--- src/rtl/assert_macros.svh ---
// ---------------------------------------------------------------------------
// assert_macros.svh
// Shared concurrent assertion macros, clocked on clk and held off by rst.
// ---------------------------------------------------------------------------
`ifndef ASSERT_MACROS_SVH
`define ASSERT_MACROS_SVH

// property checked on every clock edge outside reset
`define PRS_ASSERT(lbl, prop, msg) \
  lbl: assert property (@(posedge clk) disable iff (rst) (prop)) else $error(msg);

// implication checked on every clock edge outside reset
`define PRS_ASSERT_IMPL(lbl, cond, prop, msg) \
  lbl: assert property (@(posedge clk) disable iff (rst) (cond) |-> (prop)) \
    else $error(msg);

`endif

--- src/rtl/prs_pkg.sv ---
// ---------------------------------------------------------------------------
// prs_pkg
// Types, widths and constants shared by the precharge run sequencer.
// ---------------------------------------------------------------------------
package prs_pkg;

  localparam int ADC_BITS     = 10;
  localparam int TIME_BITS    = 32;
  localparam int PERIOD_BITS  = 16;
  localparam int CFG_IDX_BITS = 3;
  localparam int CFG_DATA_BITS = 16;
  localparam int PHASE_BITS   = 3;
  localparam int FLAG_BITS    = 4;

  typedef logic [ADC_BITS-1:0]    adc_code_t;
  typedef logic [TIME_BITS-1:0]   stamp_t;
  typedef logic [PERIOD_BITS-1:0] period_t;

  // configuration register indexes
  typedef enum logic [CFG_IDX_BITS-1:0] {
    REG_TEMP_LIMIT    = CFG_IDX_BITS'(0),
    REG_CURRENT_LIMIT = CFG_IDX_BITS'(1),
    REG_COIL_ON       = CFG_IDX_BITS'(2),
    REG_CAP_MIN       = CFG_IDX_BITS'(3),
    REG_CAP_READY     = CFG_IDX_BITS'(4),
    REG_FLASH_PERIOD  = CFG_IDX_BITS'(5)
  } cfg_reg_t;

  // sequencer states, one-hot
  typedef enum logic [4:0] {
    ST_INIT  = 5'b00001,
    ST_PRE   = 5'b00010,
    ST_WAIT  = 5'b00100,
    ST_RUN   = 5'b01000,
    ST_FAULT = 5'b10000
  } phase_state_t;

  // phase codes seen on the result port
  localparam logic [PHASE_BITS-1:0] PHASE_CODE_INIT  = PHASE_BITS'(0);
  localparam logic [PHASE_BITS-1:0] PHASE_CODE_PRE   = PHASE_BITS'(1);
  localparam logic [PHASE_BITS-1:0] PHASE_CODE_WAIT  = PHASE_BITS'(2);
  localparam logic [PHASE_BITS-1:0] PHASE_CODE_RUN   = PHASE_BITS'(3);
  localparam logic [PHASE_BITS-1:0] PHASE_CODE_FAULT = PHASE_BITS'(4);

  typedef struct packed {
    adc_code_t temp_limit;
    adc_code_t current_limit;
    adc_code_t coil_on;
    adc_code_t cap_min;
    adc_code_t cap_ready;
    period_t   flash_period;
  } cfg_t;

  localparam cfg_t CFG_RESET = '{
    temp_limit:    ADC_BITS'(135),
    current_limit: ADC_BITS'(2),
    coil_on:       ADC_BITS'(784),
    cap_min:       ADC_BITS'(864),
    cap_ready:     ADC_BITS'(922),
    flash_period:  PERIOD_BITS'(500)
  };

  typedef struct packed {
    adc_code_t current;
    adc_code_t temp;
    adc_code_t cap;
    adc_code_t run_coil;
    adc_code_t pre_coil;
    stamp_t    now;
  } sample_t;

  // latched drive outputs
  typedef struct packed {
    logic shutdown;
    logic enable;
    logic ready;
    logic run;
    logic pre;
  } relay_t;

  typedef struct packed {
    logic red;
    logic green;
    logic blue;
  } led_t;

  typedef struct packed {
    logic [PHASE_BITS-1:0] phase;
    relay_t                relay;
    led_t                  led;
    logic [FLAG_BITS-1:0]  flags;
  } result_t;

  function automatic logic [PHASE_BITS-1:0] phase_code(input phase_state_t s);
    logic [PHASE_BITS-1:0] c;
    unique case (s)
      ST_INIT:  c = PHASE_CODE_INIT;
      ST_PRE:   c = PHASE_CODE_PRE;
      ST_WAIT:  c = PHASE_CODE_WAIT;
      ST_RUN:   c = PHASE_CODE_RUN;
      ST_FAULT: c = PHASE_CODE_FAULT;
      default:  c = PHASE_CODE_INIT;
    endcase
    return c;
  endfunction

endpackage

--- src/rtl/precharge_run_sequencer_core.sv ---
// ---------------------------------------------------------------------------
// precharge_run_sequencer_core
// Capacitor precharge and relay run sequencer, one control pass per beat.
// ---------------------------------------------------------------------------
// Each input beat is one sampled control pass; each pass yields exactly one
// result beat with the phase after the pass, the latched relay, enable,
// shutdown and LED drives, and the fault flags. The block takes one beat per
// clock cycle when the result side keeps up; a pass is captured in the input
// register and moves into the result register, which drives the result port;
// while the result side stalls, the pass waits in the input register.
// The sequencer state is updated in the same cycle that a pass moves into the
// result register, so the next pass already sees it. Configuration writes are
// always ready and take effect on the next pass.
`include "assert_macros.svh"

module precharge_run_sequencer_core
  import prs_pkg::*;
(
  input  logic                     clk,
  input  logic                     rst,
  // input pass
  input  logic                     in_valid,
  output logic                     in_stall,
  input  logic [ADC_BITS-1:0]      current_code,
  input  logic [ADC_BITS-1:0]      temp_code,
  input  logic [ADC_BITS-1:0]      cap_code,
  input  logic [ADC_BITS-1:0]      run_coil_code,
  input  logic [ADC_BITS-1:0]      pre_coil_code,
  input  logic [TIME_BITS-1:0]     now_ms,
  // result
  output logic                     out_valid,
  input  logic                     out_stall,
  output logic [PHASE_BITS-1:0]    phase,
  output logic                     precharge_close,
  output logic                     run_close,
  output logic                     table_ready,
  output logic                     switch_enable,
  output logic                     shutdown_request,
  output logic                     led_red,
  output logic                     led_green,
  output logic                     led_blue,
  output logic [FLAG_BITS-1:0]     fault_flags,
  // configuration
  input  logic                     cfg_valid,
  output logic                     cfg_ready,
  input  logic [CFG_IDX_BITS-1:0]  cfg_index,
  input  logic [CFG_DATA_BITS-1:0] cfg_data
);

  cfg_t    cfg;
  sample_t smp;
  logic    in_full;
  logic    advance;
  logic    in_take;
  result_t res;
  result_t res_reg;

  prs_cfg_regs u_cfg (
    .clk       (clk),
    .rst       (rst),
    .cfg_valid (cfg_valid),
    .cfg_ready (cfg_ready),
    .cfg_index (cfg_index),
    .cfg_data  (cfg_data),
    .cfg       (cfg)
  );

  // handshake: a pass moves on when the result register is free or draining
  assign advance  = in_full && (!out_valid || !out_stall);
  assign in_stall = in_full && !advance;
  assign in_take  = in_valid && !in_stall;

  // input register
  always_ff @(posedge clk) begin
    if (rst) begin
      in_full <= 1'b0;
    end else if (in_take) begin
      in_full <= 1'b1;
    end else if (advance) begin
      in_full <= 1'b0;
    end
  end

  always_ff @(posedge clk) begin
    if (in_take) begin
      smp <= '{current: current_code, temp: temp_code, cap: cap_code,
               run_coil: run_coil_code, pre_coil: pre_coil_code, now: now_ms};
    end
  end

  prs_step u_step (
    .clk  (clk),
    .rst  (rst),
    .fire (advance),
    .smp  (smp),
    .cfg  (cfg),
    .res  (res)
  );

  // result register
  always_ff @(posedge clk) begin
    if (rst) begin
      out_valid <= 1'b0;
    end else if (advance) begin
      out_valid <= 1'b1;
    end else if (!out_stall) begin
      out_valid <= 1'b0;
    end
  end

  always_ff @(posedge clk) begin
    if (advance) begin
      res_reg <= res;
    end
  end

  assign phase            = res_reg.phase;
  assign precharge_close  = res_reg.relay.pre;
  assign run_close        = res_reg.relay.run;
  assign table_ready      = res_reg.relay.ready;
  assign switch_enable    = res_reg.relay.enable;
  assign shutdown_request = res_reg.relay.shutdown;
  assign led_red          = res_reg.led.red;
  assign led_green        = res_reg.led.green;
  assign led_blue         = res_reg.led.blue;
  assign fault_flags      = res_reg.flags;

  // checks
  `PRS_ASSERT_IMPL(a_fault_no_enable, out_valid && phase == PHASE_CODE_FAULT,
    !switch_enable, "switch enabled in fault phase")
  `PRS_ASSERT_IMPL(a_run_closed, out_valid && phase == PHASE_CODE_RUN,
    run_close && table_ready, "run phase without run relay and ready")
  `PRS_ASSERT_IMPL(a_init_open, out_valid && phase == PHASE_CODE_INIT,
    !precharge_close && !run_close, "relay closed in init phase")
  `PRS_ASSERT(a_free_slot, !out_valid |-> !in_stall,
    "input stalled while result register empty")

endmodule

--- src/rtl/prs_cfg_regs.sv ---
// ---------------------------------------------------------------------------
// prs_cfg_regs
// Threshold and flash period registers behind the configuration port.
// ---------------------------------------------------------------------------
module prs_cfg_regs
  import prs_pkg::*;
(
  input  logic                     clk,
  input  logic                     rst,
  input  logic                     cfg_valid,
  output logic                     cfg_ready,
  input  logic [CFG_IDX_BITS-1:0]  cfg_index,
  input  logic [CFG_DATA_BITS-1:0] cfg_data,
  output cfg_t                     cfg
);

  logic cfg_write;

  // writes always land at once
  assign cfg_ready = 1'b1;
  assign cfg_write = cfg_valid & cfg_ready;

  // register file, unknown indexes dropped
  always_ff @(posedge clk) begin
    if (rst) begin
      cfg <= CFG_RESET;
    end else if (cfg_write) begin
      unique case (cfg_index)
        REG_TEMP_LIMIT:    cfg.temp_limit    <= cfg_data[ADC_BITS-1:0];
        REG_CURRENT_LIMIT: cfg.current_limit <= cfg_data[ADC_BITS-1:0];
        REG_COIL_ON:       cfg.coil_on       <= cfg_data[ADC_BITS-1:0];
        REG_CAP_MIN:       cfg.cap_min       <= cfg_data[ADC_BITS-1:0];
        REG_CAP_READY:     cfg.cap_ready     <= cfg_data[ADC_BITS-1:0];
        REG_FLASH_PERIOD:  cfg.flash_period  <= cfg_data[PERIOD_BITS-1:0];
        default: begin
        end
      endcase
    end
  end

endmodule

--- src/rtl/prs_step.sv ---
// ---------------------------------------------------------------------------
// prs_step
// Fault checks, phase machine, entry and exit actions and LED control for
// one control pass; holds the sequencer state registers.
// ---------------------------------------------------------------------------
module prs_step
  import prs_pkg::*;
(
  input  logic    clk,
  input  logic    rst,
  input  logic    fire,
  input  sample_t smp,
  input  cfg_t    cfg,
  output result_t res
);

  phase_state_t phase,       phase_next;
  stamp_t       flash_start, flash_start_next;
  logic         flash_lit,   flash_lit_next;
  relay_t       relay,       relay_next;
  led_t         led,         led_next;

  logic   run_on, pre_on, hw_run, hw_pre;
  logic   f_temp, f_cur, f_loop, f_cap, faulted;
  stamp_t elapsed;
  stamp_t start_mid;

  // coil decode and fault flags against the state held before the pass
  always_comb begin
    run_on  = smp.run_coil > cfg.coil_on;
    pre_on  = smp.pre_coil > cfg.coil_on;
    hw_run  = run_on;
    hw_pre  = !run_on && pre_on;
    f_temp  = smp.temp > cfg.temp_limit;
    f_cur   = smp.current > cfg.current_limit;
    f_loop  = !run_on && !pre_on;
    f_cap   = (smp.cap < cfg.cap_min) && (phase == ST_RUN || phase == ST_WAIT);
    faulted = f_temp || f_cur || f_loop || f_cap;
  end

  // phase transitions
  always_comb begin
    phase_next = phase;
    unique case (phase)
      ST_PRE: begin
        if (faulted || !hw_pre) phase_next = ST_FAULT;
        else if (smp.cap > cfg.cap_ready) phase_next = ST_WAIT;
      end
      ST_WAIT: begin
        if (faulted) phase_next = ST_FAULT;
        else if (hw_run) phase_next = ST_RUN;
      end
      ST_RUN: begin
        if (faulted || !hw_run) phase_next = ST_FAULT;
      end
      ST_FAULT: begin
        if (!faulted) phase_next = ST_INIT;
      end
      default: begin
        if (hw_pre) phase_next = ST_PRE;
      end
    endcase
  end

  // exit and entry actions, then the per-phase led action
  always_comb begin
    relay_next       = relay;
    led_next         = led;
    flash_lit_next   = flash_lit;
    start_mid        = flash_start;

    if (phase_next != phase) begin
      if (phase == ST_WAIT) relay_next.pre = 1'b0;
      if (phase == ST_RUN) begin
        relay_next.run   = 1'b0;
        relay_next.ready = 1'b0;
      end
      unique case (phase_next)
        ST_PRE: begin
          relay_next.pre    = 1'b1;
          relay_next.enable = 1'b1;
        end
        ST_WAIT: start_mid = smp.now;
        ST_RUN: begin
          relay_next.run   = 1'b1;
          relay_next.ready = 1'b1;
        end
        ST_FAULT: relay_next.enable = 1'b0;
        default: begin
          relay_next.pre = 1'b0;
          relay_next.run = 1'b0;
        end
      endcase
    end

    // wrap-safe elapsed time for the wait flash
    elapsed          = smp.now - start_mid;
    flash_start_next = start_mid;

    unique case (phase_next)
      ST_PRE:  led_next = '{red: 1'b1, green: 1'b1, blue: 1'b0};
      ST_WAIT: begin
        if (elapsed > TIME_BITS'(cfg.flash_period)) begin
          led_next         = '{red: 1'b0, green: !flash_lit, blue: 1'b0};
          flash_lit_next   = !flash_lit;
          flash_start_next = smp.now;
        end
      end
      ST_RUN:  led_next = '{red: 1'b0, green: 1'b1, blue: 1'b0};
      ST_FAULT: begin
        if (f_cap) begin
          led_next            = '{red: 1'b0, green: 1'b0, blue: 1'b1};
          relay_next.shutdown = 1'b1;
        end else if (f_temp || f_cur) begin
          led_next            = '{red: 1'b1, green: 1'b0, blue: 1'b1};
          relay_next.shutdown = 1'b1;
        end else if (f_loop) begin
          led_next            = '{red: 1'b1, green: 1'b0, blue: 1'b0};
          relay_next.shutdown = 1'b0;
        end
      end
      default: led_next = '{red: 1'b1, green: 1'b1, blue: 1'b1};
    endcase
  end

  // result of this pass
  assign res = '{
    phase: phase_code(phase_next),
    relay: relay_next,
    led:   led_next,
    flags: {f_cap, f_loop, f_cur, f_temp}
  };

  // state registers advance only when the pass is committed
  always_ff @(posedge clk) begin
    if (rst) begin
      phase       <= ST_INIT;
      flash_start <= '0;
      flash_lit   <= 1'b0;
      relay       <= '0;
      led         <= '0;
    end else if (fire) begin
      phase       <= phase_next;
      flash_start <= flash_start_next;
      flash_lit   <= flash_lit_next;
      relay       <= relay_next;
      led         <= led_next;
    end
  end

endmodule
--- config.mk ---
export PLATFORM = sky130hd
export DESIGN_NAME = precharge_run_sequencer_core
export DESIGN_NICKNAME = d
export VERILOG_FILES = /design/src/rtl/prs_pkg.sv /design/src/rtl/precharge_run_sequencer_core.sv /design/src/rtl/prs_cfg_regs.sv /design/src/rtl/prs_step.sv
export VERILOG_INCLUDE_DIRS = /design/src /design/src/rtl
export SDC_FILE = /design/constraint.sdc
export NUM_CORES = 1
export LEC_CHECK = 0
export BUFFER_PORTS_ARGS = -buffer_cell sky130_fd_sc_hd__buf_4
export CORE_MARGIN = 2
export CORE_UTILIZATION = 60
export CTS_CLUSTER_DIAMETER = 50
export DETAILED_ROUTE_END_ITERATION = 8
export GPL_TIMING_DRIVEN = 0
export PLACE_DENSITY = 0.85
export SLEW_MARGIN = 20
export SYNTH_ARGS = -nofsm -noshare
export SYNTH_HDL_FRONTEND = slang
export SYNTH_HIERARCHICAL = 1
export SYNTH_SLANG_ARGS = --single-unit
export TNS_END_PERCENT = 50
--- constraint.sdc ---
create_clock -name clk -period 8.17 [get_ports clk]
set_input_delay 0.4085 -clock clk [delete_from_list [all_inputs] [get_ports clk]]
set_output_delay 0.4085 -clock clk [all_outputs]
set_load 0.05 [all_outputs]
# Word level (Yosys, flattened, before mapping)

Index checks and enable logic that the tools add are counted.

Word-level logic and storage cells: 123
Output and inout port bits: 18
Register bits after elaboration: 211
Input port bits: 106

Eq/ne operators: 15
$lt $le $gt $ge: 7
Multiplexer cells: 33
Reductions and logical operators: 32
Add/subtract/negate cells: 1

Operators with widths:

| operator                                                         | count |
|---|---|
| 32-bit 2-to-1 mux                                                | 4 |
| 10-bit greater-than comparator                                   | 5 |
| 5-bit 2-to-1 mux                                                 | 7 |
| 32-bit by 16-bit greater-than comparator with 1-bit output       | 1 |
| 32-bit subtractor                                                | 1 |
| 3-bit one-hot mux with 4 select lines                            | 2 |
| 5-bit one-hot mux with 4 select lines                            | 1 |
| 3-bit 2-to-1 mux                                                 | 4 |
| 2-bit AND reduction                                              | 6 |
| 5-bit by 2-bit == test with 1-bit output (second input constant) | 2 |
| 5-bit by 3-bit == test with 1-bit output (second input constant) | 2 |
| 5-bit by 4-bit == test with 1-bit output (second input constant) | 2 |
| 5-bit == test (second input constant)                            | 2 |
| 10-bit < comparator                                              | 1 |
| 1-bit 2-to-1 mux                                                 | 10 |
| 1-bit zero test                                                  | 8 |
| 1-bit logical OR                                                 | 7 |
| 3-bit by 2-bit == test with 1-bit output (second input constant) | 2 |
| 3-bit == test (second input constant)                            | 2 |
| 1-bit logical AND                                                | 6 |
| 1-bit one-hot mux with 2 select lines                            | 3 |
| 3-bit OR reduction                                               | 2 |
| 5-bit inequality test                                            | 1 |
| 4-bit 2-to-1 mux                                                 | 1 |
| 6 further kinds                                                  | 6 |

# Depth between registers and ports, before layout

Gate-level depths: netlist of run 1.

Depth in word-level cells: 15
Depth in mapped cells: 37
Mapped depth without buffers: 33

# Cells and area by module

Netlist of run 1, hierarchy kept.

By module, submodules not included:

| module                       | sequential area each (sq um) | area each (sq um) | times used | cells an instance |
|---|---|---|---|---|
| prs_step                     | 920.9                        | 6950.4            | 1          | 921 |
| precharge_run_sequencer_core | 2952.8                       | 2999.1            | 1          | 107 |
| prs_cfg_regs                 | 1321.3                       | 2691.3            | 1          | 256 |

# Worst setup path before layout of run 1

No wires, ideal clock.

Kind: flip-flop to flip-flop
Start: register, netlist name u_cfg/cfg[39]
End: register u_step.flash_start[0]
Data required time: 8.050 ns
Setup slack: 1.473 ns
Arrival: 6.578 ns
Cell stages (with the launch flop): 35
Buffers on the path: 3
Setup time: 0.120 ns
Period minus slack after synthesis: 6.697 ns
Cell sequence: dfxtp_1 > inv_1 > ha_1 > a21o_1 > a21o_1 > a2111oi_4 > a311oi_2 > nor4_1 > clkbuf_1 > clkbuf_1 > mux2i_1 > ha_1 > o21a_1 > o31ai_1 > a22oi_1 > nor2_1 > a211oi_1 > a31o_2 > a21oi_1 > o21ai_0 > ha_1 > a21o_1 > a21o_1 > a21oi_1 > nor2b_1 > o21ai_0 > nand2b_1 > a21o_1 > a21oi_1 > a21oi_1 > nand4b_1 > nor2_4 > o22ai_4 > buf_6 > mux2i_1

Word-level cells in the longest chain between the ends: 15
Elaborated cells on any way between the ends: 26
Classes of those cells: 1 x add/sub; 3 x order compare; 2 x eq/ne; 11 x mux; 9 x reduce/logical

RTL lines:

| what                                                       | RTL line                                       | RTL |
|---|---|---|
| 10-bit greater-than comparator (on tied branches)          | prs_step.sv:30, prs_step.sv:31                 |  |
| 1-bit zero test (on tied branches)                         | prs_step.sv:33, prs_step.sv:36, prs_step.sv:54 |  |
| 1-bit logical AND                                          | prs_step.sv:36                                 | `f_loop = !run_on && !pre_on;` |
| 1-bit logical OR (2 in a row)                              | prs_step.sv:38                                 | `faulted = f_temp \|\| f_cur \|\| f_loop \|\| f_cap;` |
| 1-bit logical OR (on tied branches)                        | prs_step.sv:54, prs_step.sv:46                 |  |
| 5-bit 2-to-1 mux (on tied branches)                        | prs_step.sv:54, prs_step.sv:46                 |  |
| 5-bit one-hot mux with 4 select lines *                    | prs_step.sv:44                                 | `unique case (phase)` |
| 5-bit by 3-bit == test with 1-bit output                   | prs_step.sv:78, prs_step.sv:100                |  |
| 32-bit 2-to-1 mux                                          | prs_step.sv:78                                 | `unique case (phase_next)` |
| 32-bit 2-to-1 mux                                          | prs_step.sv:72                                 | `if (phase_next != phase) begin` |
| 32-bit subtractor                                          | prs_step.sv:97                                 | `elapsed = smp.now - start_mid;` |
| 32-bit by 16-bit greater-than comparator with 1-bit output | prs_step.sv:103                                | `if (elapsed > TIME_BITS'(cfg.flash_period)) begin` |
| 32-bit 2-to-1 mux                                          | prs_step.sv:103                                |  |
| 32-bit 2-to-1 mux *                                        | prs_step.sv:100                                | `unique case (phase_next)` |
| end signal, assigned                                       | prs_step.sv:144                                | `flash_start <= flash_start_next;` |
| end, declared                                              | prs_step.sv:18                                 | `stamp_t flash_start, flash_start_next;` |

Mark *: on every way between the ends. The rest lies on a longest branch, timed or not.
A chain may end at the register's enable or synchronous reset.

# Final worst setup path of run 1

Start: register, netlist name u_cfg/cfg[59]
End: register u_step.flash_start[19]

Word-level cells in the longest chain between the ends: 14
Elaborated cells on any way between the ends: 19
Classes of those cells: 1 x add/sub; 2 x order compare; 2 x eq/ne; 9 x mux; 5 x reduce/logical

RTL lines:

| what                                                       | RTL line                        | RTL |
|---|---|---|
| 10-bit greater-than comparator *                           | prs_step.sv:34                  | `f_temp = smp.temp > cfg.temp_limit;` |
| 1-bit logical OR * (3 in a row)                            | prs_step.sv:38                  |  |
| 1-bit logical OR (on tied branches)                        | prs_step.sv:54, prs_step.sv:46  |  |
| 5-bit 2-to-1 mux (on tied branches)                        | prs_step.sv:54, prs_step.sv:46  |  |
| 5-bit one-hot mux with 4 select lines *                    | prs_step.sv:44                  |  |
| 5-bit by 3-bit == test with 1-bit output                   | prs_step.sv:78, prs_step.sv:100 |  |
| 32-bit 2-to-1 mux                                          | prs_step.sv:78                  |  |
| 32-bit 2-to-1 mux                                          | prs_step.sv:72                  |  |
| 32-bit subtractor                                          | prs_step.sv:97                  |  |
| 32-bit by 16-bit greater-than comparator with 1-bit output | prs_step.sv:103                 |  |
| 32-bit 2-to-1 mux                                          | prs_step.sv:103                 |  |
| 32-bit 2-to-1 mux *                                        | prs_step.sv:100                 |  |

Marks and branches as above.

==> metrics.csv, run 1 <==
metric,value,unit
fin nets,1648,
Synth area leaders,"edfxtp_1 (23%), dfxtp_1 (18%), mux2i_1 (10%)",
IO Count,124,
Worst R2R End,u_step/flash_start[19],
Post-synth top cells,"nand2b_1 (143), mux2i_1 (129), dfxtp_1 (114)",
Final Cycle Share,94.5,%
Worst Path Required,8.63,ns
routed wire length,30800,um
per-cell routed wire length,17.7,um
Fin Hold WS,0.0263,ns
Sw Share,25.8,%
post-synthesis cell count,1284,
post-synthesis sequential area ratio,41.1,%
vias,10100,
Worst-path clk slew,0.06,ns
Placement Setup Slack,-0.181,ns
Clk pwr share,44.5,%
max incr delay on CP,0.55,ns
Initial Util,60.7,%
achievable clock frequency,0.130,GHz
number of diodes,0,
Hold Crit Class,in -> reg,
CTS Buf Count,28,
R2R cell count,33,
H-tree lvl count,1,
kind of critical path,reg -> reg,
Comb pwr share,13.3,%
YS warnings,6,
Yosys reg bits,211,
DIE WIDTH,149,um
GPL Wtd Cong,0.970,
DPL Wire Length,23100,um
Mean Syn Cell Area,9.84,um2
clock tree from TritonCTS,built,
Area after DPL,0.0140,mm2
FILL cells,1527,
final setup vio count,0,
Pleak,6.17,nW
Post-synth EDFFs,97,
Non-Filler Instances,1735,
Pwr Density,185,mW/mm2
Crit Reg-Reg Startpoint,u_cfg/cfg[59],
largest net degree at the start of global routing,30,
post-synth cell types,74,
full die area,0.0222,mm2
worst hold start,temp_code[1],
TritonCTS Sinks,211,
first-pass GRT wire length,49200,um
status,"finished, final reports clean",
Final Util,72.0,%
Cells on Worst Hold Path,1,
post-DR vias/cell,5.83,
sw power,715,uW
Setup TNS Final,0,ns
Die Y,149,um
# Max-Cap Violations,0,
most frequent cell after synthesis,nand2b_1,
maximum clock insertion buffer count,3,
R2R Setup Slk,0.45,ns
share of the synthesized area in the top cell type,23.0,%
"Clk Latency, worst-skew pair",0.55,ns
syn_nets,1494,
critical path's slowest cell,nor4_4,
worst slew pin tran,0.916,ns
Final Critical Period,7.72,ns
final hold viol count,0,
Initial DRC Count,661,
crit end category,register,
Congestion Overflow GR,0,
fin. max-slew vios,0,
register area,0.00519,mm2
synthesized area,0.0126,mm2
Synth Flop Type,dfxtp_1,
area added between synthesis and finish,18.6,%
fraction of registers with async set/reset,0,%
share of total power in sequential cells,42.2,%
Port Buffers,121,
Worst Path Arrival,8.18,ns
internal power,2.06,mW
Layout Skew,0.0171,ns
vias in the first global route,9917,
overall power consumption,2.77,mW
maximum VDD drop,0.182,mV
RSZ-0062 raised after global routing,no,
final worst setup slack,0.451,ns
drt first pass iters,5,
Total GRT Usage,27.6,%
area of the multi-input gates,0.00684,mm2
Finished Cell Area,0.0150,mm2
Hold EP,smp[63],
max_slew headroom,37.3,%
initial antenna violation count,0,
share of layout cells above drive strength 1,15.2,%
Routed Antenna Nets,0,
"area leader, netlist",edfxtp_1,
Post-Place Cells,1684,
CP startpoint kind,register,
Placement Rows,53,
Core Box Area,0.0208,mm2
root buf cell,clkbuf_16,
# hold bufs at CTS,0,
Crit Path Max Fanout,10,
DR DRC count,0,
## placed cells by master, fill, tap and decap left out, types with 58 or more instances in the layout
master	Yosys	layout
a21oi_1	66	66
buf_4	5	126
dfxtp_1	114	114
edfxtp_1	97	97
ha_1	103	103
inv_1	91	91
mux2i_1	129	129
nand2_1	58	58
nand2b_1	143	143
nor2_1	89	88
## worst max-delay path by stage
stage,from,end,slack (ns),depth (start not counted)
final,u_cfg/cfg[59],u_step/flash_start[19],0.45,33
after global routing,u_cfg/cfg[55],u_step/flash_start[19],0.05,32
after CTS,smp[55],u_step/flash_start[28],0.03,33
after detailed placement,u_cfg/cfg[59],u_step/flash_start[28],-0.18,33
after global placement,smp[61],u_step/flash_start[27],-0.02,33
after floorplan,u_cfg/cfg[39],u_step/flash_start[0],1.47,34
## repair_timing
item / in CTS / in global routing
setup buffers: 0 / 0
gates resized for setup: 2 / 8
endpoints found under the setup margin: 38 / 39
## cells by family after synthesis
group,synth area share (%)
AND/OR/NAND/NOR,17.2
XOR/XNOR,1.66
flip-flops,41.1
multiplexers,10.2
buffers and inverters,5.18
adder cells (fa/ha/maj),10.4
AO/OA/AOI/OAI,14.1
other,0.0297
## cell type report
type,instances,share of cell area (%)
tap,275,2.29
inverter,91,2.28
timing repair buffer,125,6.58
buffer,63,2.09
clock inverter,11,0.960
multi-input combinational,918,45.6
sequential,211,34.6
clock buffer,41,5.55
## flip-flops by register name, summed over array words and instances, names as in the netlist, 3 cells and up
name and cells:
fault_flags 4, phase 3, smp 82, u_cfg/cfg 66, u_step/flash_start 32, u_step/led 3, u_step/phase 5, u_step/relay 5
## power by group through the flow
stage	registers, mW	logic, mW	clock network, mW
finish	1.17	0.369	1.23
floorplan	1.20	0.225	0
global placement	1.19	0.340	0
global route	1.17	0.403	1.29
CTS	1.17	0.361	1.25
detailed placement	1.19	0.357	0
## critical path: cells and delay by family (launching register included)
family	cells	cell delay, ns
AOI/OAI and AO/OA	18	3.41
adders and majority gates	3	0.93
buffers and inverters	4	1.06
DFF	1	0.33
muxes	2	0.48
and+or+nand+nor	6	1.41
## routing by layer
| metal | global-route usage (%) | vias to the layer above | wire, um |
|---|---|---|---|
| met1 | 38.0 | 4817 | 13900 |
| met4 | 7.67 | 0 | 775 |
| met5 | 0 | - | 0 |
| met3 | 3.64 | 61 | 1830 |
| li1 | - | 4896 | - |
| met2 | 45.7 | 344 | 14200 |
(Power assumes the default switching activity.)
==> run 2, diff against run 1 <==
--- a/config.mk
+++ b/config.mk
@@ -6,13 +6,14 @@
 export SDC_FILE = /design/constraint.sdc
 export NUM_CORES = 1
 export LEC_CHECK = 0
-export BUFFER_PORTS_ARGS = -buffer_cell sky130_fd_sc_hd__buf_4
+export CORE_ASPECT_RATIO = 2
 export CORE_MARGIN = 2
 export CORE_UTILIZATION = 60
 export CTS_CLUSTER_DIAMETER = 50
 export DETAILED_ROUTE_END_ITERATION = 8
+export DONT_BUFFER_PORTS = 1
 export GPL_TIMING_DRIVEN = 0
-export PLACE_DENSITY = 0.85
+export PLACE_DENSITY = 0.8
 export SLEW_MARGIN = 20
 export SYNTH_ARGS = -nofsm -noshare
 export SYNTH_HDL_FRONTEND = slang
==> metrics.csv, run 2 (synthesis gave the netlist of run 1 again) <==
metric,value,unit,change
Final Cycle Share,95.3,%,was 94.5%
Pleak,5.82,nW,was 6.17 nW
met1 Use GR,27.5,%,was 38.0%
most frequent cells in the layout,"nand2b_1 (143), mux2i_1 (129), dfxtp_1 (114)",,"was nand2b_1 (143), mux2i_1 (129), buf_4 (126)"
per-cell routed wire length,19.5,um,was 17.7 um
drt first pass iters,7,,was 5
Pwr Density,171,mW/mm2,was 185 mW/mm2
Post-Place Cells,1557,,was 1684
Routed Antenna Nets,0,,unchanged
"commonest non-fill, non-tap cell in the layout",nand2b_1,,unchanged
"Clk Latency, worst-skew pair",0.52,ns,was 0.55 ns
Layout Skew,0.0150,ns,was 0.0171 ns
H-tree lvl count,1,,unchanged
met2 usage,55.9,%,was 45.7%
achievable clock frequency,0.128,GHz,was 0.130 GHz
initial antenna violation count,0,,unchanged
routed wire length,32800,um,was 30800 um
Hold EP,u_cfg/cfg[11],,was smp[63]
maximum clock insertion buffer count,3,,unchanged
DR DRC count,0,,unchanged
maximum VDD drop,0.185,mV,was 0.182 mV
GPL Wtd Cong,0.938,,was 0.970
post-DR vias/cell,5.95,,was 5.83
R2R cell count,36,,was 33
Final Critical Period,7.79,ns,was 7.72 ns
max_slew headroom,30.7,%,was 37.3%
R2R Setup Slk,0.38,ns,was 0.45 ns
DPL Wire Length,24400,um,was 23100 um
Placement Rows,75,,was 53
final setup vio count,0,,unchanged
number of diodes,0,,unchanged
Cells on Worst Hold Path,2,,was 1
CTS Buf Count,21,,was 28
DIE WIDTH,107,um,was 149 um
max incr delay on CP,0.65,ns,was 0.55 ns
vias,9992,,was 10.1k
vias in the first global route,10400,,was 9917
TritonCTS Sinks,211,,unchanged
# Max-Cap Violations,0,,unchanged
Fin Hold WS,0.0454,ns,was 0.0263 ns
Core Box Area,0.0208,mm2,about the same
Worst Path Required,8.56,ns,was 8.63 ns
worst slew pin tran,1.03,ns,was 0.916 ns
Largest Register,smp,,unchanged
Crit Reg-Reg Startpoint,u_cfg/cfg[65],,was u_cfg/cfg[59]
full die area,0.0223,mm2,was 0.0222 mm2
most frequent CP cell,a21oi_1,,
crit end category,register,,unchanged
Congestion Overflow GR,0,,unchanged
Initial Util,60.7,%,about the same
clock tree from TritonCTS,built,,unchanged
root buf cell,clkbuf_16,,unchanged
critical path's slowest cell,or4_4,,was nor4_4
routing usage on met3,5.19,%,was 3.64%
Crit Path Max Fanout,10,,unchanged
Total GRT Usage,29.3,%,was 27.6%
Port Buffers,0,,was 121
number of flip-flops in the largest register,82,,unchanged
Worst-path clk slew,0.06,ns,about the same
kind of critical path,reg -> reg,,unchanged
Initial DRC Count,438,,was 661
status,"finished, final reports clean",,unchanged
Non-Filler Instances,1678,,was 1735
IO Count,124,,unchanged
final hold viol count,0,,unchanged
first-pass GRT wire length,51500,um,was 49200 um
Worst R2R End,u_step/flash_start[16],,was u_step/flash_start[19]
fin. max-slew vios,0,,unchanged
fin nets,1605,,was 1648
largest net degree at the start of global routing,30,,unchanged
biggest regs,"smp: 82 flops, u_cfg/cfg: 66 flops, u_step/flash_start: 32 flops",,unchanged
Die Y,209,um,was 149 um
Worst Path Arrival,8.18,ns,about the same
area added between synthesis and finish,15.8,%,was 18.6%
Hold Crit Class,in -> reg,,unchanged
CP startpoint kind,register,,unchanged
share of layout cells above drive strength 1,6.32,%,was 15.2%
FILL cells,1622,,was 1527
busiest grt layer,met2,,unchanged
worst hold start,cfg_data[11],,was temp_code[1]
## run 2: layout make-up
type	instances	area, um2	area share [%]
clock buffers	31	614	4.20
flip-flops and latches	211	5190	35.5
well taps	269	337	2.30
multi-input cells	918	6850	46.8
inverters	91	342	2.33
plain buffers	64	319	2.18
clock inverters	6	63.8	0.436
repair buffers	88	917	6.27
## run 2: routing by layer
| metal | up-vias | share of wire [%] |
|---|---|---|
| li1 | 4814 | - |
| met1 | 4726 | 33 |
| met2 | 320 | 54 |
| met3 | 132 | 4.9 |
| met4 | 0 | 7.2 |
| met5 | - | 0 |
## run 2: worst max-delay path, delay by kind of cell, from the launching register on
kind / cells / cell delay [ns]
AOI/OAI and AO/OA: 19 / 3.68
adders and majority gates: 4 / 1.19
buffers and inverters: 5 / 0.85
DFF: 1 / 0.33
muxes: 1 / 0.13
and+or+nand+nor: 7 / 1.44
## run 2: how the worst max path moves through the flow
stage,from,to,slack [ns],cells past startpoint
6_report,u_cfg/cfg[65],u_step/flash_start[16],0.38,36
5_1_grt,u_cfg/cfg[65],u_step/flash_start[1],-0.04,36
4_1_cts,u_cfg/cfg[43],u_step/flash_start[28],0.004,34
3_5_place_dp,smp[67],u_step/flash_start[28],-0.62,31
3_3_place_gp,smp[71],u_step/flash_start[5],-0.45,31
2_1_floorplan,u_cfg/cfg[39],u_step/flash_start[0],1.47,34
## run 2: power breakdown
part           switching, mW  leakage, nW  internal, mW
Sequential            0.0342         1.86          1.15
Combinational          0.199         3.62         0.150
Clock                  0.416        0.332         0.555
## run 2: repair_timing
item                       4_1_cts  5_1_grt
hold endpoints to repair        84        0
setup endpoints to repair       39       39
resized for setup                4       12
buffers inserted                 0        1
hold buffers                    83        0
## run 2: stage by stage
step | setup TNS [ns] | total power, mW | setup WS [ns] | util, % | cell area, um2
after floorplan | 0 | 1.42 | 1.47 | - | 12600
after global placement | -15.87 | 1.50 | -0.449 | 62.3 | 13000
after detailed placement | -21.93 | 1.51 | -0.618 | 62.7 | 13100
after CTS | 0 | 2.51 | 0.00374 | 70.0 | 14600
after global routing | -0.321 | 2.59 | -0.0354 | 70.2 | 14600
final | 0 | 2.50 | 0.383 | 70.2 | 14600
==> run 3, diff against run 2 <==
--- a/config.mk
+++ b/config.mk
@@ -6,6 +6,7 @@
 export SDC_FILE = /design/constraint.sdc
 export NUM_CORES = 1
 export LEC_CHECK = 0
+export ABC_AREA = 1
 export CORE_ASPECT_RATIO = 2
 export CORE_MARGIN = 2
 export CORE_UTILIZATION = 60
@@ -13,7 +14,7 @@
 export DETAILED_ROUTE_END_ITERATION = 8
 export DONT_BUFFER_PORTS = 1
 export GPL_TIMING_DRIVEN = 0
-export PLACE_DENSITY = 0.8
+export PLACE_DENSITY = 0.76
 export SLEW_MARGIN = 20
 export SYNTH_ARGS = -nofsm -noshare
 export SYNTH_HDL_FRONTEND = slang
==> metrics.csv, run 3 <==
metric,value,unit,change
status,"finished, final reports clean",,unchanged
achievable clock frequency,0.129,GHz,was 0.128 GHz
Final Critical Period,7.74,ns,was 7.79 ns
vias in the first global route,12000,,was 10.4k
syn_nets,1934,,was 1494
vias,11900,,was 9992
synthesized area,0.0128,mm2,was 0.0126 mm2
fraction of registers with async set/reset,0,%,unchanged
Worst-path clk slew,0.07,ns,was 0.06 ns
initial antenna violation count,0,,unchanged
max_slew headroom,52.3,%,was 30.7%
number of flip-flops in the largest register,82,,unchanged
"Clk Latency, worst-skew pair",0.53,ns,was 0.52 ns
Worst Path Arrival,8.15,ns,was 8.18 ns
largest net degree at the start of global routing,55,,was 30
Layout Skew,0.0124,ns,was 0.0150 ns
area added between synthesis and finish,15.5,%,was 15.8%
fin nets,2046,,was 1605
Final Util,70.6,%,was 70.2%
Post-synth top cells,"nand2_1 (417), inv_1 (270), nor2_1 (209)",,"was nand2b_1 (143), mux2i_1 (129), dfxtp_1 (114)"
CP startpoint kind,register,,unchanged
fin. max-slew vios,0,,unchanged
routed wire length,39100,um,was 32800 um
most frequent cells in the layout,"nand2_1 (417), inv_1 (269), nor2_1 (209)",,"was nand2b_1 (143), mux2i_1 (129), dfxtp_1 (114)"
first-pass GRT wire length,60400,um,was 51500 um
Pleak,7.10,nW,was 5.82 nW
worst hold start,cfg_data[4],,was cfg_data[11]
IO Count,124,,unchanged
Largest Register,smp,,unchanged
TritonCTS Sinks,211,,unchanged
share of layout cells above drive strength 1,7.94,%,was 6.32%
Yosys reg bits,211,,unchanged
Core Box Area,0.0210,mm2,was 0.0208 mm2
Final Cycle Share,94.7,%,was 95.3%
post-DR vias/cell,5.63,,was 5.95
Post-Place Cells,1995,,was 1557
Post-synth EDFFs,97,,unchanged
Congestion Overflow GR,0,,unchanged
Worst R2R End,u_step/flash_start[24],,was u_step/flash_start[16]
GPL Wtd Cong,0.989,,was 0.938
max incr delay on CP,0.39,ns,was 0.65 ns
Worst Path Required,8.58,ns,was 8.56 ns
Crit Reg-Reg Startpoint,u_cfg/cfg[41],,was u_cfg/cfg[65]
origin of the worst setup path,u_cfg/cfg[41],,was u_cfg/cfg[65]
maximum clock insertion buffer count,3,,unchanged
Hold Crit Class,in -> reg,,unchanged
setup bufs post-CTS,0,,unchanged
drt first pass iters,5,,was 7
Hold EP,u_cfg/cfg[40],,was u_cfg/cfg[11]
Placement Rows,75,,unchanged
most frequent cell after synthesis,nand2_1,,was nand2b_1
root buf cell,clkbuf_16,,unchanged
DPL Wire Length,29100,um,was 24400 um
Total GRT Usage,34.8,%,was 29.3%
overall power consumption,2.78,mW,was 2.50 mW
final hold viol count,0,,unchanged
share of the synthesized area in the top cell type,22.7,%,was 23.0%
maximum VDD drop,0.205,mV,was 0.185 mV
kind of critical path,reg -> reg,,unchanged
# Max-Cap Violations,0,,unchanged
Initial DRC Count,832,,was 438
full die area,0.0227,mm2,was 0.0223 mm2
DR DRC count,0,,unchanged
CTS Buf Count,21,,unchanged
final setup vio count,0,,unchanged
Fin Hold WS,0.00975,ns,was 0.0454 ns
worst slew pin tran,0.714,ns,was 1.03 ns
DIE WIDTH,107,um,about the same
most frequent CP cell,nand2_1,,was a21oi_1
number of diodes,0,,unchanged
R2R Setup Slk,0.43,ns,was 0.38 ns
post-synth cell types,50,,was 74
Non-Filler Instances,2120,,was 1678
YS warnings,6,,unchanged
post-synthesis cell count,1724,,was 1284
Initial Util,61.1,%,was 60.7%
per-cell routed wire length,18.4,um,was 19.5 um
"commonest non-fill, non-tap cell in the layout",nand2_1,,was nand2b_1
H-tree lvl count,1,,unchanged
Die Y,211,um,was 209 um
R2R cell count,47,,was 36
Mean Syn Cell Area,7.45,um2,was 9.84 um2
critical path's slowest cell,o21ai_0,,was or4_4
Synth Flop Type,dfxtp_1,,unchanged
Port Buffers,0,,unchanged
Pwr Density,187,mW/mm2,was 171 mW/mm2
post-synthesis sequential area ratio,40.4,%,was 41.1%
Synth area leaders,"edfxtp_1 (23%), dfxtp_1 (18%), nand2_1 (12%)",,"was edfxtp_1 (23%), dfxtp_1 (18%), mux2i_1 (10%)"
biggest regs,"smp: 82 flops, u_cfg/cfg: 66 flops, u_step/flash_start: 32 flops",,unchanged
"area leader, netlist",edfxtp_1,,unchanged
crit end category,register,,unchanged
Cells on Worst Hold Path,2,,unchanged
clock tree from TritonCTS,built,,unchanged
Routed Antenna Nets,0,,unchanged
Crit Path Max Fanout,19,,was 10
-- run 3: area by class of cell --
type | count | area [um2]
well taps | 269 | 337
inverters | 281 | 1060
multi-input cells | 1185 | 6340
fillers | 1728 | 6180
clock buffers | 26 | 574
clock inverters | 12 | 156
plain buffers | 46 | 258
repair buffers | 90 | 920
flip-flops and latches | 211 | 5190
-- run 3: worst max-delay path by stage --
stage	to	slack, ns	depth (start not counted)
after detailed placement	u_step/flash_start[22]	-0.01	49
final	u_step/flash_start[24]	0.43	47
after global placement	u_step/flash_start[19]	0.07	49
after global routing	u_step/flash_start[2]	-0.003	49
after CTS	u_step/flash_start[24]	0.11	49
after floorplan	u_step/flash_start[4]	2.41	49
-- run 3: critical path: cells and delay by family (launching register included) --
kind | cells | cell delay [ns]
fa+ha+maj | 4 | 1.07
xor+xnor | 1 | 0.15
simple gates | 26 | 3.41
buf+inv | 9 | 1.05
compound gates | 7 | 1.55
flops | 1 | 0.33
-- run 3: cells by family (layout without fill, tap and decap cells) --
| family | after synthesis | count (layout) | synth area share, % |
|---|---|---|---|
| DFF | 211 | 211 | 40.4 |
| adders and majority gates | 104 | 104 | 10.2 |
| other | 1 | 1 | 0.0292 |
| and+or+nand+nor | 873 | 873 | 29.8 |
| AOI/OAI and AO/OA | 190 | 190 | 8.17 |
| buffers and inverters | 328 | 455 | 10.2 |
| xor gates and xnor gates | 17 | 17 | 1.16 |
-- run 3: what timing repair did --
action,CTS,global route
resized for setup,2,3
pin swaps,0,0
endpoints found under the hold margin,96,0
gates cloned,0,0
hold buffers,88,0
endpoints found under the setup margin,18,39
-- run 3: layer usage --
layer	up-vias	track usage (%)	wire length (um)	part of all wire, %
met2	496	65.9	20800	53
li1	5756	-	-	-
met4	0	28.7	3910	10
met3	186	6.08	2320	5.9
met5	-	0	0	0
met1	5502	30.6	12100	31
-- run 3: power by group --
part	leakage [nW]	internal, mW	switching (mW)
Sequential	1.87	1.17	0.0499
Combinational	4.87	0.190	0.343
Clock	0.354	0.601	0.432
Total	7.10	1.96	0.824
-- run 3: through the flow --
stage               setup WS [ns]  cell area [um2]  setup TNS, ns
floorplan                    2.41            12800              0
global placement           0.0739            13200              0
detailed placement        -0.0101            13200        -0.0385
CTS                         0.110            14800              0
global route             -0.00345            14800       -0.00345
finish                      0.433            14800              0
